===== src/sv/psplit_pkg.sv =====
`timescale 1ns / 1ps
`default_nettype none
// ----------------------------------------------------------------------------
// Path splitter package
// Shared character codes, byte classes, parser phases and the queue entry
// that passes a classified path beat from the front end to the back end.
// ----------------------------------------------------------------------------
package psplit_pkg;

  // Characters that the parser looks for.
  localparam logic [7:0] CHR_SLASH     = 8'h2F;
  localparam logic [7:0] CHR_BACKSLASH = 8'h5C;
  localparam logic [7:0] CHR_DOT       = 8'h2E;
  localparam logic [7:0] CHR_COLON     = 8'h3A;
  localparam logic [7:0] CHR_NUL       = 8'h00;

  // Width of the result beat: six 16-bit offsets and one flag, padded to bytes.
  localparam int unsigned RES_FIELD_BITS = 16;
  localparam int unsigned RES_DATA_BITS  = 104;

  // Class of one path byte.
  typedef enum logic [1:0] {
    CLS_OTHER = 2'd0,
    CLS_SEP   = 2'd1,
    CLS_ALPHA = 2'd2,
    CLS_DOT   = 2'd3
  } cls_t;

  // Where the parser stands within the root of the path.
  typedef enum logic [2:0] {
    PH_START    = 3'd0,
    PH_SECOND   = 3'd1,
    PH_DRIVE    = 3'd2,
    PH_UNC_SEPS = 3'd3,
    PH_UNC_NAME = 3'd4,
    PH_MAIN     = 3'd5
  } phase_t;

  // One classified beat as held in the queue.
  typedef struct packed {
    cls_t cls;
    logic is_colon;
    logic is_nul;
    logic has_byte;
    logic last;
  } q_entry_t;

endpackage

`default_nettype wire


===== src/sv/psplit_front.sv =====
`timescale 1ns / 1ps
`default_nettype none
// ----------------------------------------------------------------------------
// Path splitter front end
// Classifies each incoming path byte so that the back end only sees a byte
// class and a few marks.
// ----------------------------------------------------------------------------
module psplit_front (
  input  wire logic                 windows_mode,
  input  wire logic [7:0]           path_byte,
  input  wire logic                 has_byte,
  input  wire logic                 last,
  output      psplit_pkg::q_entry_t entry
);
  import psplit_pkg::*;

  logic is_sep;
  logic is_alpha;

  // Separator and letter tests; backslash only separates in Windows mode.
  assign is_sep   = (path_byte == CHR_SLASH) ||
                    (windows_mode && (path_byte == CHR_BACKSLASH));
  assign is_alpha = ((path_byte >= 8'h41) && (path_byte <= 8'h5A)) ||
                    ((path_byte >= 8'h61) && (path_byte <= 8'h7A));

  // Build the queue entry.
  always_comb begin
    if (is_sep) begin
      entry.cls = CLS_SEP;
    end else if (path_byte == CHR_DOT) begin
      entry.cls = CLS_DOT;
    end else if (is_alpha) begin
      entry.cls = CLS_ALPHA;
    end else begin
      entry.cls = CLS_OTHER;
    end
    entry.is_colon = (path_byte == CHR_COLON);
    entry.is_nul   = (path_byte == CHR_NUL);
    entry.has_byte = has_byte;
    entry.last     = last;
  end

endmodule

`default_nettype wire


===== src/sv/psplit_queue.sv =====
`timescale 1ns / 1ps
`default_nettype none
// ----------------------------------------------------------------------------
// Path splitter queue
// Two-entry queue of classified beats between the front and back ends.
// ----------------------------------------------------------------------------
module psplit_queue (
  input  wire logic                 clk,
  input  wire logic                 rst_n,
  input  wire logic                 push,
  input  wire psplit_pkg::q_entry_t push_data,
  output      logic                 full,
  input  wire logic                 pop,
  output      logic                 not_empty,
  output      psplit_pkg::q_entry_t pop_data
);
  import psplit_pkg::*;

  localparam logic [1:0] DEPTH = 2'd2;

  q_entry_t   mem_r [2];
  logic       wr_ptr_r;
  logic       rd_ptr_r;
  logic [1:0] count_r;

  assign full      = (count_r == DEPTH);
  assign not_empty = (count_r != 2'd0);
  assign pop_data  = mem_r[rd_ptr_r];

  // Entry storage; no reset needed on the payload.
  always_ff @(posedge clk) begin
    if (push) begin
      mem_r[wr_ptr_r] <= push_data;
    end
  end

  // Pointers and fill count.
  always_ff @(posedge clk) begin
    if (!rst_n) begin
      wr_ptr_r <= 1'b0;
      rd_ptr_r <= 1'b0;
      count_r  <= 2'd0;
    end else begin
      if (push) begin
        wr_ptr_r <= ~wr_ptr_r;
      end
      if (pop) begin
        rd_ptr_r <= ~rd_ptr_r;
      end
      if (push && !pop) begin
        count_r <= count_r + 2'd1;
      end else if (pop && !push) begin
        count_r <= count_r - 2'd1;
      end
    end
  end

endmodule

`default_nettype wire


===== src/sv/psplit_back.sv =====
`timescale 1ns / 1ps
`default_nettype none
// ----------------------------------------------------------------------------
// Path splitter back end
// Walks the classified beats through the root parser and the component
// tracker, and on the last beat of a path loads the result register.
// ----------------------------------------------------------------------------
module psplit_back #(
  parameter int unsigned OFFSET_BITS = 16
) (
  input  wire logic                                  clk,
  input  wire logic                                  rst_n,
  input  wire logic                                  windows_mode,
  input  wire logic                                  q_valid,
  input  wire psplit_pkg::q_entry_t                  q_data,
  output      logic                                  q_pop,
  output      logic                                  out_tvalid,
  input  wire logic                                  out_tready,
  output      logic [psplit_pkg::RES_DATA_BITS-1:0]  out_tdata
);
  import psplit_pkg::*;

  localparam int unsigned OB = OFFSET_BITS;
  localparam logic [OB-1:0] OFF_MAX = '1;
  localparam logic [OB-1:0] OFF_ONE = OB'(1);
  localparam logic [OB-1:0] OFF_TWO = OB'(2);

  // Offsets found so far and the component tracking flags.
  typedef struct packed {
    logic [OB-1:0] root;
    logic [OB-1:0] dir;
    logic [OB-1:0] base;
    logic [OB-1:0] ext;
    logic [OB-1:0] name;
    logic [OB-1:0] last_dot;
    logic          f_in;
    logic          f_lead;
    logic          f_dot;
  } trk_t;

  // The root ends here: the directory, extension and name offsets restart from it, and the base is cleared.
  function automatic trk_t set_root(trk_t s, logic [OB-1:0] r);
    trk_t t;
    t      = s;
    t.root = r;
    t.dir  = r;
    t.base = '0;
    t.ext  = r;
    t.name = r;
    return t;
  endfunction

  // Close the current component at offset p.
  function automatic trk_t end_comp(trk_t s, logic [OB-1:0] p);
    trk_t          t;
    logic [OB-1:0] span;
    t      = s;
    span   = p - s.last_dot;
    t.name = p;
    if (s.f_dot && (span >= OFF_TWO)) begin
      t.ext = s.last_dot;
    end else begin
      t.ext = p;
    end
    t.f_in = 1'b0;
    return t;
  endfunction

  // One byte past the root.
  function automatic trk_t main_byte(trk_t s, logic [OB-1:0] p, cls_t cls);
    trk_t t;
    t = s;
    if (cls == CLS_SEP) begin
      if (s.f_in) begin
        t = end_comp(s, p);
      end
    end else begin
      if (!t.f_in) begin
        t.dir    = t.name;
        t.base   = p;
        t.f_in   = 1'b1;
        t.f_lead = 1'b1;
        t.f_dot  = 1'b0;
      end
      // Leading dots of a component never start an extension.
      if (!(t.f_lead && (cls == CLS_DOT))) begin
        t.f_lead = 1'b0;
        if (cls == CLS_DOT) begin
          t.last_dot = p;
          t.f_dot    = 1'b1;
        end
      end
    end
    return t;
  endfunction

  // Root of one byte in Windows mode: a separator or nothing.
  function automatic trk_t short_root(trk_t s, cls_t fbc);
    trk_t t;
    if (fbc == CLS_SEP) begin
      t = set_root(s, OFF_ONE);
    end else begin
      t = main_byte(set_root(s, '0), '0, fbc);
    end
    return t;
  endfunction

  trk_t          trk_r, trk_nxt, trk_fin;
  phase_t        phase_r, phase_nxt;
  cls_t          fbc_r, fbc_nxt;
  logic [OB-1:0] pos_r, pos_nxt;
  logic          done_r, done_nxt;
  logic          take;
  logic          need;
  logic          out_free;
  logic          res_valid_r;
  logic [RES_DATA_BITS-1:0] res_data_r, res_data;

  assign out_free   = !res_valid_r || out_tready;
  assign q_pop      = q_valid && (!q_data.last || out_free);
  assign out_tvalid = res_valid_r;
  assign out_tdata  = res_data_r;

  // Parser next state for the beat at the head of the queue.
  always_comb begin
    trk_nxt   = trk_r;
    phase_nxt = phase_r;
    fbc_nxt   = fbc_r;
    pos_nxt   = pos_r;
    done_nxt  = done_r;
    take      = q_data.has_byte && !done_r && (pos_r != OFF_MAX);
    if (take) begin
      if (q_data.is_nul) begin
        done_nxt = 1'b1;
      end else begin
        case (phase_r)
          PH_START: begin
            if (windows_mode) begin
              fbc_nxt   = q_data.cls;
              phase_nxt = PH_SECOND;
            end else if (q_data.cls == CLS_SEP) begin
              trk_nxt   = set_root(trk_r, OFF_ONE);
              phase_nxt = PH_MAIN;
            end else begin
              trk_nxt   = main_byte(set_root(trk_r, '0), pos_r, q_data.cls);
              phase_nxt = PH_MAIN;
            end
          end
          PH_SECOND: begin
            if ((fbc_r == CLS_SEP) && (q_data.cls == CLS_SEP)) begin
              phase_nxt = PH_UNC_SEPS;
            end else if ((fbc_r == CLS_ALPHA) && q_data.is_colon) begin
              phase_nxt = PH_DRIVE;
            end else begin
              trk_nxt   = main_byte(short_root(trk_r, fbc_r), pos_r, q_data.cls);
              phase_nxt = PH_MAIN;
            end
          end
          PH_DRIVE: begin
            if (q_data.cls == CLS_SEP) begin
              trk_nxt = set_root(trk_r, pos_r + OFF_ONE);
            end else begin
              trk_nxt = main_byte(set_root(trk_r, pos_r), pos_r, q_data.cls);
            end
            phase_nxt = PH_MAIN;
          end
          PH_UNC_SEPS: begin
            if (q_data.cls != CLS_SEP) begin
              phase_nxt = PH_UNC_NAME;
            end
          end
          PH_UNC_NAME: begin
            if (q_data.cls == CLS_SEP) begin
              trk_nxt   = set_root(trk_r, pos_r + OFF_ONE);
              phase_nxt = PH_MAIN;
            end
          end
          PH_MAIN: begin
            trk_nxt = main_byte(trk_r, pos_r, q_data.cls);
          end
          default: begin
            trk_nxt = trk_r;
          end
        endcase
        pos_nxt = pos_r + OFF_ONE;
      end
    end
  end

  // Result of a path that ends with this beat.
  always_comb begin
    case (phase_nxt)
      PH_START:  trk_fin = set_root(trk_nxt, '0);
      PH_SECOND: trk_fin = short_root(trk_nxt, fbc_nxt);
      PH_MAIN:   trk_fin = trk_nxt;
      default:   trk_fin = set_root(trk_nxt, pos_nxt);
    endcase
    if (pos_nxt == '0) begin
      need = 1'b1;
    end else begin
      need = (trk_fin.root != pos_nxt) && trk_fin.f_in;
    end
    if (trk_fin.f_in) begin
      trk_fin = end_comp(trk_fin, pos_nxt);
    end
    res_data = {7'd0, need,
                RES_FIELD_BITS'(pos_nxt),
                RES_FIELD_BITS'(trk_fin.name),
                RES_FIELD_BITS'(trk_fin.ext),
                RES_FIELD_BITS'(trk_fin.base),
                RES_FIELD_BITS'(trk_fin.dir),
                RES_FIELD_BITS'(trk_fin.root)};
  end

  // Parser state; a finished path leaves it cleared for the next one.
  always_ff @(posedge clk) begin
    if (!rst_n) begin
      trk_r   <= '0;
      phase_r <= PH_START;
      fbc_r   <= CLS_OTHER;
      pos_r   <= '0;
      done_r  <= 1'b0;
    end else if (q_pop) begin
      if (q_data.last) begin
        trk_r   <= '0;
        phase_r <= PH_START;
        fbc_r   <= CLS_OTHER;
        pos_r   <= '0;
        done_r  <= 1'b0;
      end else begin
        trk_r   <= trk_nxt;
        phase_r <= phase_nxt;
        fbc_r   <= fbc_nxt;
        pos_r   <= pos_nxt;
        done_r  <= done_nxt;
      end
    end
  end

  // Result register.
  always_ff @(posedge clk) begin
    if (!rst_n) begin
      res_valid_r <= 1'b0;
    end else if (q_pop && q_data.last) begin
      res_valid_r <= 1'b1;
    end else if (out_tready) begin
      res_valid_r <= 1'b0;
    end
  end

  always_ff @(posedge clk) begin
    if (q_pop && q_data.last) begin
      res_data_r <= res_data;
    end
  end

endmodule

`default_nettype wire


===== src/sv/path_component_splitter.sv =====
`timescale 1ns / 1ps
`default_nettype none
// ----------------------------------------------------------------------------
// Path component splitter
// Takes a path one byte a beat and returns its root, directory, basename,
// extension and name offsets on the beat marked last.
// ----------------------------------------------------------------------------
//  Channel  Direction  Carries
//  in_*     slave      one path byte a beat, byte-present flag, end of path
//  out_*    master     one result beat per path
//  cfg_*    write      windows_mode register
//
// One beat is taken every cycle while in_tready is high. in_tready drops only
// when both queue entries are held, which happens while a last beat waits at
// the head of the queue for an untaken result to leave the result register.
// A result is shown after the last beat of its path is taken: the beat is
// written into the queue, waits at its head until the result register is
// free, and is then parsed into the result register.
// Reset is synchronous and clears the queue, the parser and the result.
// ----------------------------------------------------------------------------
module path_component_splitter #(
  parameter int unsigned OFFSET_BITS = 16
) (
  input  wire logic         clk,
  input  wire logic         rst_n,
  // Configuration.
  input  wire logic         cfg_we,
  input  wire logic         cfg_wdata,    // windows_mode
  // Input channel.
  input  wire logic         in_tvalid,
  output      logic         in_tready,
  input  wire logic [7:0]   in_tdata,     // path_byte[7:0]
  input  wire logic         in_tuser,     // has_byte
  input  wire logic         in_tlast,     // last
  // Result channel.
  output      logic         out_tvalid,
  input  wire logic         out_tready,
  output      logic [103:0] out_tdata     // root_end[15:0], dir_end[31:16],
                                          // base_start[47:32], ext_start[63:48],
                                          // name_end[79:64], path_length[95:80],
                                          // needs_separator[96], zero[103:97]
);
  import psplit_pkg::*;

  logic     windows_mode_r;
  q_entry_t front_entry;
  q_entry_t head_entry;
  logic     q_full;
  logic     q_not_empty;
  logic     q_pop;

  // Mode register.
  always_ff @(posedge clk) begin
    if (!rst_n) begin
      windows_mode_r <= 1'b0;
    end else if (cfg_we) begin
      windows_mode_r <= cfg_wdata;
    end
  end

  assign in_tready = !q_full;

  psplit_front u_front (
    .windows_mode (windows_mode_r),
    .path_byte    (in_tdata),
    .has_byte     (in_tuser),
    .last         (in_tlast),
    .entry        (front_entry)
  );

  psplit_queue u_queue (
    .clk       (clk),
    .rst_n     (rst_n),
    .push      (in_tvalid && in_tready),
    .push_data (front_entry),
    .full      (q_full),
    .pop       (q_pop),
    .not_empty (q_not_empty),
    .pop_data  (head_entry)
  );

  psplit_back #(
    .OFFSET_BITS (OFFSET_BITS)
  ) u_back (
    .clk          (clk),
    .rst_n        (rst_n),
    .windows_mode (windows_mode_r),
    .q_valid      (q_not_empty),
    .q_data       (head_entry),
    .q_pop        (q_pop),
    .out_tvalid   (out_tvalid),
    .out_tready   (out_tready),
    .out_tdata    (out_tdata)
  );

endmodule

`default_nettype wire


===== config.mk =====
export PLATFORM = sky130hd
export DESIGN_NAME = path_component_splitter
export DESIGN_NICKNAME = d
export VERILOG_FILES = /design/src/sv/psplit_pkg.sv /design/src/sv/psplit_front.sv /design/src/sv/psplit_queue.sv /design/src/sv/psplit_back.sv /design/src/sv/path_component_splitter.sv
export SDC_FILE = /design/constraint.sdc
export NUM_CORES = 1
export LEC_CHECK = 0
export ABC_AREA = 1
export ABC_CLOCK_PERIOD_IN_PS = 4900
export BUFFER_PORTS_ARGS = -buffer_cell sky130_fd_sc_hd__buf_2
export CORE_MARGIN = 10
export CORE_UTILIZATION = 56
export CTS_CLUSTER_DIAMETER = 80
export CTS_CLUSTER_SIZE = 28
export DETAILED_ROUTE_END_ITERATION = 10
export PLACE_DENSITY = 0.78
export SLEW_MARGIN = 5
export SYNTH_ARGS = -nofsm -noshare
export SYNTH_HDL_FRONTEND = slang
export SYNTH_HIERARCHICAL = 1
export SYNTH_SLANG_ARGS = --single-unit

===== constraint.sdc =====
create_clock -name clk -period 4.9 [get_ports clk]
set_input_delay 0 -clock clk [delete_from_list [all_inputs] [get_ports clk]]
set_output_delay 0 -clock clk [all_outputs]
set_load 0.01 [all_outputs]

==> flow_metrics.tcl <==
set metrics [dict create \
    outcome "finished, final reports clean" \
    io_buffers 114 \
    first_global_vias 19300 \
    yosysMostFrequentCell "nand2_1" \
    setup_ws_ns 0.116 \
    nets 2910 \
    path_clk_slew_ns 0.11 \
    slew_violations 0 \
    required_ns 5.20 \
    place_congestion 1.09 \
    cts_tree "done" \
    ff_latch_area_um2 5840 \
    ys_warn_count 6 \
    leakage_nw 8.98 \
    synth.avg_cell_area_um2 6.45 \
    htreeDepth 1 \
    synth_top_area_frac 0.198 \
    async_reset_ff_frac 0 \
    critPathMaxStageDelay_ns 0.41 \
    dpl-instance-area_um2 18700 \
    synth_area_leaders "nand2_1 (20%), edfxtp_1 (19%), dfxtp_1 (15%)" \
    area_delta_synth_final_pct 14.0 \
    critPathCaptureType "register" \
    startpoint_type "register" \
    multi_input_area_um2 10000 \
    crit_arrival_ns 5.08 \
    yosysTopAreaCell "nand2_1" \
    clock-sinks 237 \
    max_freq_mhz 209 \
    die_w_um 196 \
    finalSetupViolCount 0 \
    fin_crit_sh 0.976 \
    ios 122 \
    drtIter0Drc 3229 \
    rows 64 \
    viasPerCell 6.33 \
    r2r-end "u_back/out_tdata[48]$_DFFE_PP_" \
    drv_cap 0 \
    wl_per_cell_um 23.9 \
    grt_use_total 0.382 \
    synth_enable_flop_cells 109 \
    min_path_cells 5 \
    crit_path_top_delay_cell "dfxtp_4" \
    grt_max_degree 67 \
    finalPower_mw 11.3 \
    vias 20600 \
    fillers 2788 \
    ys_top_cells_by_count "nand2_1 (918), inv_1 (313), nor2_1 (218)" \
    grt_pass1_wl_um 115000 \
    core_um2 30700 \
    post-place-ws_ns -0.0707 \
    synth_cell_types 59 \
    endpoint "u_back/out_tdata[48]$_DFFE_PP_" \
    grt.overflow.total 0 \
    drive_above_1_share 0.131 \
    dr.pass1.iters 8 \
    dieHeight_um 196 \
    r2r_slack_ns 0.12 \
    antenna_found_initial 5 \
    cts_made_buffers 17 \
    synth-seq-cells 237 \
    peakVddDrop_v 0.000701 \
    design.die.area_um2 38600 \
    slew_headroom 0.256 \
    diodes 0 \
    tightest_slew_ns 1.12 \
    clockRootBuffer "clkbuf_16" \
    finClkSkew_ns 0.0362 \
    finalCriticalPeriod_ns 4.78 \
    synth_area_um2 17400 \
    dpl.hpwl_um 57100 \
    start_util 0.568 \
    p_per_area_nw_per_um2 570 \
    insertion_delay_ns 0.55 \
    synth_cells 2702 \
    synthFlopType "dfxtp_1" \
    worstPathMaxFanout 8 \
    reg2reg_depth 29 \
    ys_seq_area_frac 0.335 \
    utilization 0.648 \
    postRouteAntennaNets 0 \
    cts_buffer_depth 3 \
    postRouteWirelength_um 77700 \
    stdcell_area_um2 19900 \
    hold_path.class "in2reg" \
    critPathKind "reg2reg" \
    drc_errors 0 \
    hold_viol 0 \
]
flip-flops by register name, summed over array words and instances, names as in the netlist, named ones only:
signal / count
u_queue/mem_r: 12
u_back/phase_r: 3
u_back/out_tdata: 97
u_back/pos_r: 16
u_queue/rd_ptr_r: 1
windows_mode_r: 1
u_queue/wr_ptr_r: 1
u_back/done_r: 1
u_back/fbc_r: 2
u_back/out_tvalid: 1
u_back/trk_r: 99
u_queue/count_r: 2
worst min path at each step:
| stage | to | start |
|---|---|---|
| 2_1_floorplan | u_queue/count_r[1]$_SDFFE_PN0P_ | rst_n |
| 6_report | u_queue/mem_r[0][4]$_DFFE_PP_ | in_tdata[7] |
| 3_5_place_dp | u_queue/mem_r[1][0]$_DFFE_PP_ | in_tlast |
| 5_1_grt | u_queue/mem_r[0][4]$_DFFE_PP_ | in_tdata[7] |
| 3_3_place_gp | u_queue/mem_r[0][0]$_DFFE_PP_ | in_tlast |
| 4_1_cts | u_queue/mem_r[0][4]$_DFFE_PP_ | in_tdata[2] |
cell families (layout without fill, tap and decap cells):
kind of cell,count (synthesis),count (layout),synth area share
AND/OR/NAND/NOR,1422,1422,0.340
AO/OA/AOI/OAI,511,511,0.170
buffers and inverters,458,605,0.106
flip-flops,237,237,0.335
adder cells (fa/ha/maj),50,50,0.0372
XOR/XNOR,17,17,0.00854
multiplexers,6,6,0.00388
other,1,7,0.000215
repair_timing:
action	in CTS	in global routing
hold buffers	19	0
pin swaps	0	15
endpoints found under the setup margin	16	18
hold endpoints to repair	21	0
resized for setup	2	61
buffers inserted	0	12
area by class of cell:
| type | instances | share of cell area |
|---|---|---|
| Clock inverter | 12 | 0.0103 |
| Tap cell | 396 | 0.0249 |
| Timing Repair Buffer | 242 | 0.0800 |
| Clock buffer | 18 | 0.0216 |
| Sequential cell | 237 | 0.294 |
| Inverter | 333 | 0.0635 |
| Multi-Input combinational cell | 2013 | 0.506 |
per-layer routing:
metal	vias up	global-route usage	wire length [um]
met2	1600	0.573	32300
met3	425	0.127	11300
met5	-	0	146
met4	14	0.246	6080
met1	9417	0.463	27900
li1	9111	-	-
critical path: cells and delay by family, from the launching register on:
kind / cells / cell delay [ns]
AOI/OAI and AO/OA: 3 / 0.59
DFF: 1 / 0.41
buffers and inverters: 6 / 0.74
and+or+nand+nor: 17 / 1.98
xor gates and xnor gates: 1 / 0.17
adders and majority gates: 1 / 0.27
muxes: 1 / 0.37
cell usage in the layout (no fill, tap or decap), drive strengths merged, types with 2 or more instances in the layout:
cell and n:
or2 6, clkbuf 18, dlygate4sd3 19, clkinv 10, a221oi 13, o21bai 3, xor2 12, buf 223
nor2 236, conb 7, xnor2 5, a21o 2, a21oi 198, nand3 186, fa 3, edfxtp 109
dfxtp 128, nor3 15, o22ai 30, nand3b 7, a32oi 7, and2 7, o21a 7, a22oi 18
a211oi 6, nor4 5, o21ai 170, a21boi 6, nand4 27, a31oi 6, inv 334, nand2 933
ha 47, mux2 6, a2bb2oi 15, o211ai 26
where the power goes:
part / total [mW] / switching (mW) / internal [mW]
clock: 1.65 / 0.924 / 0.727
sequential: 2.76 / 0.146 / 2.62
combinational: 6.90 / 4.98 / 1.93
total: 11.3 / 6.05 / 5.27
metrics by stage:
step / setup TNS (ns) / hold slack, ns / instances
2_1_floorplan: 0 / 0.121 / 2708
3_3_place_gp: 0 / 0.194 / 3190
3_5_place_dp: -0.775 / 0.194 / 3190
4_1_cts: 0 / 0.0162 / 3239
5_1_grt: -0.713 / 0.0600 / 3251
6_report: 0 / 0.0302 / 3251
(Power assumes the default switching activity.)
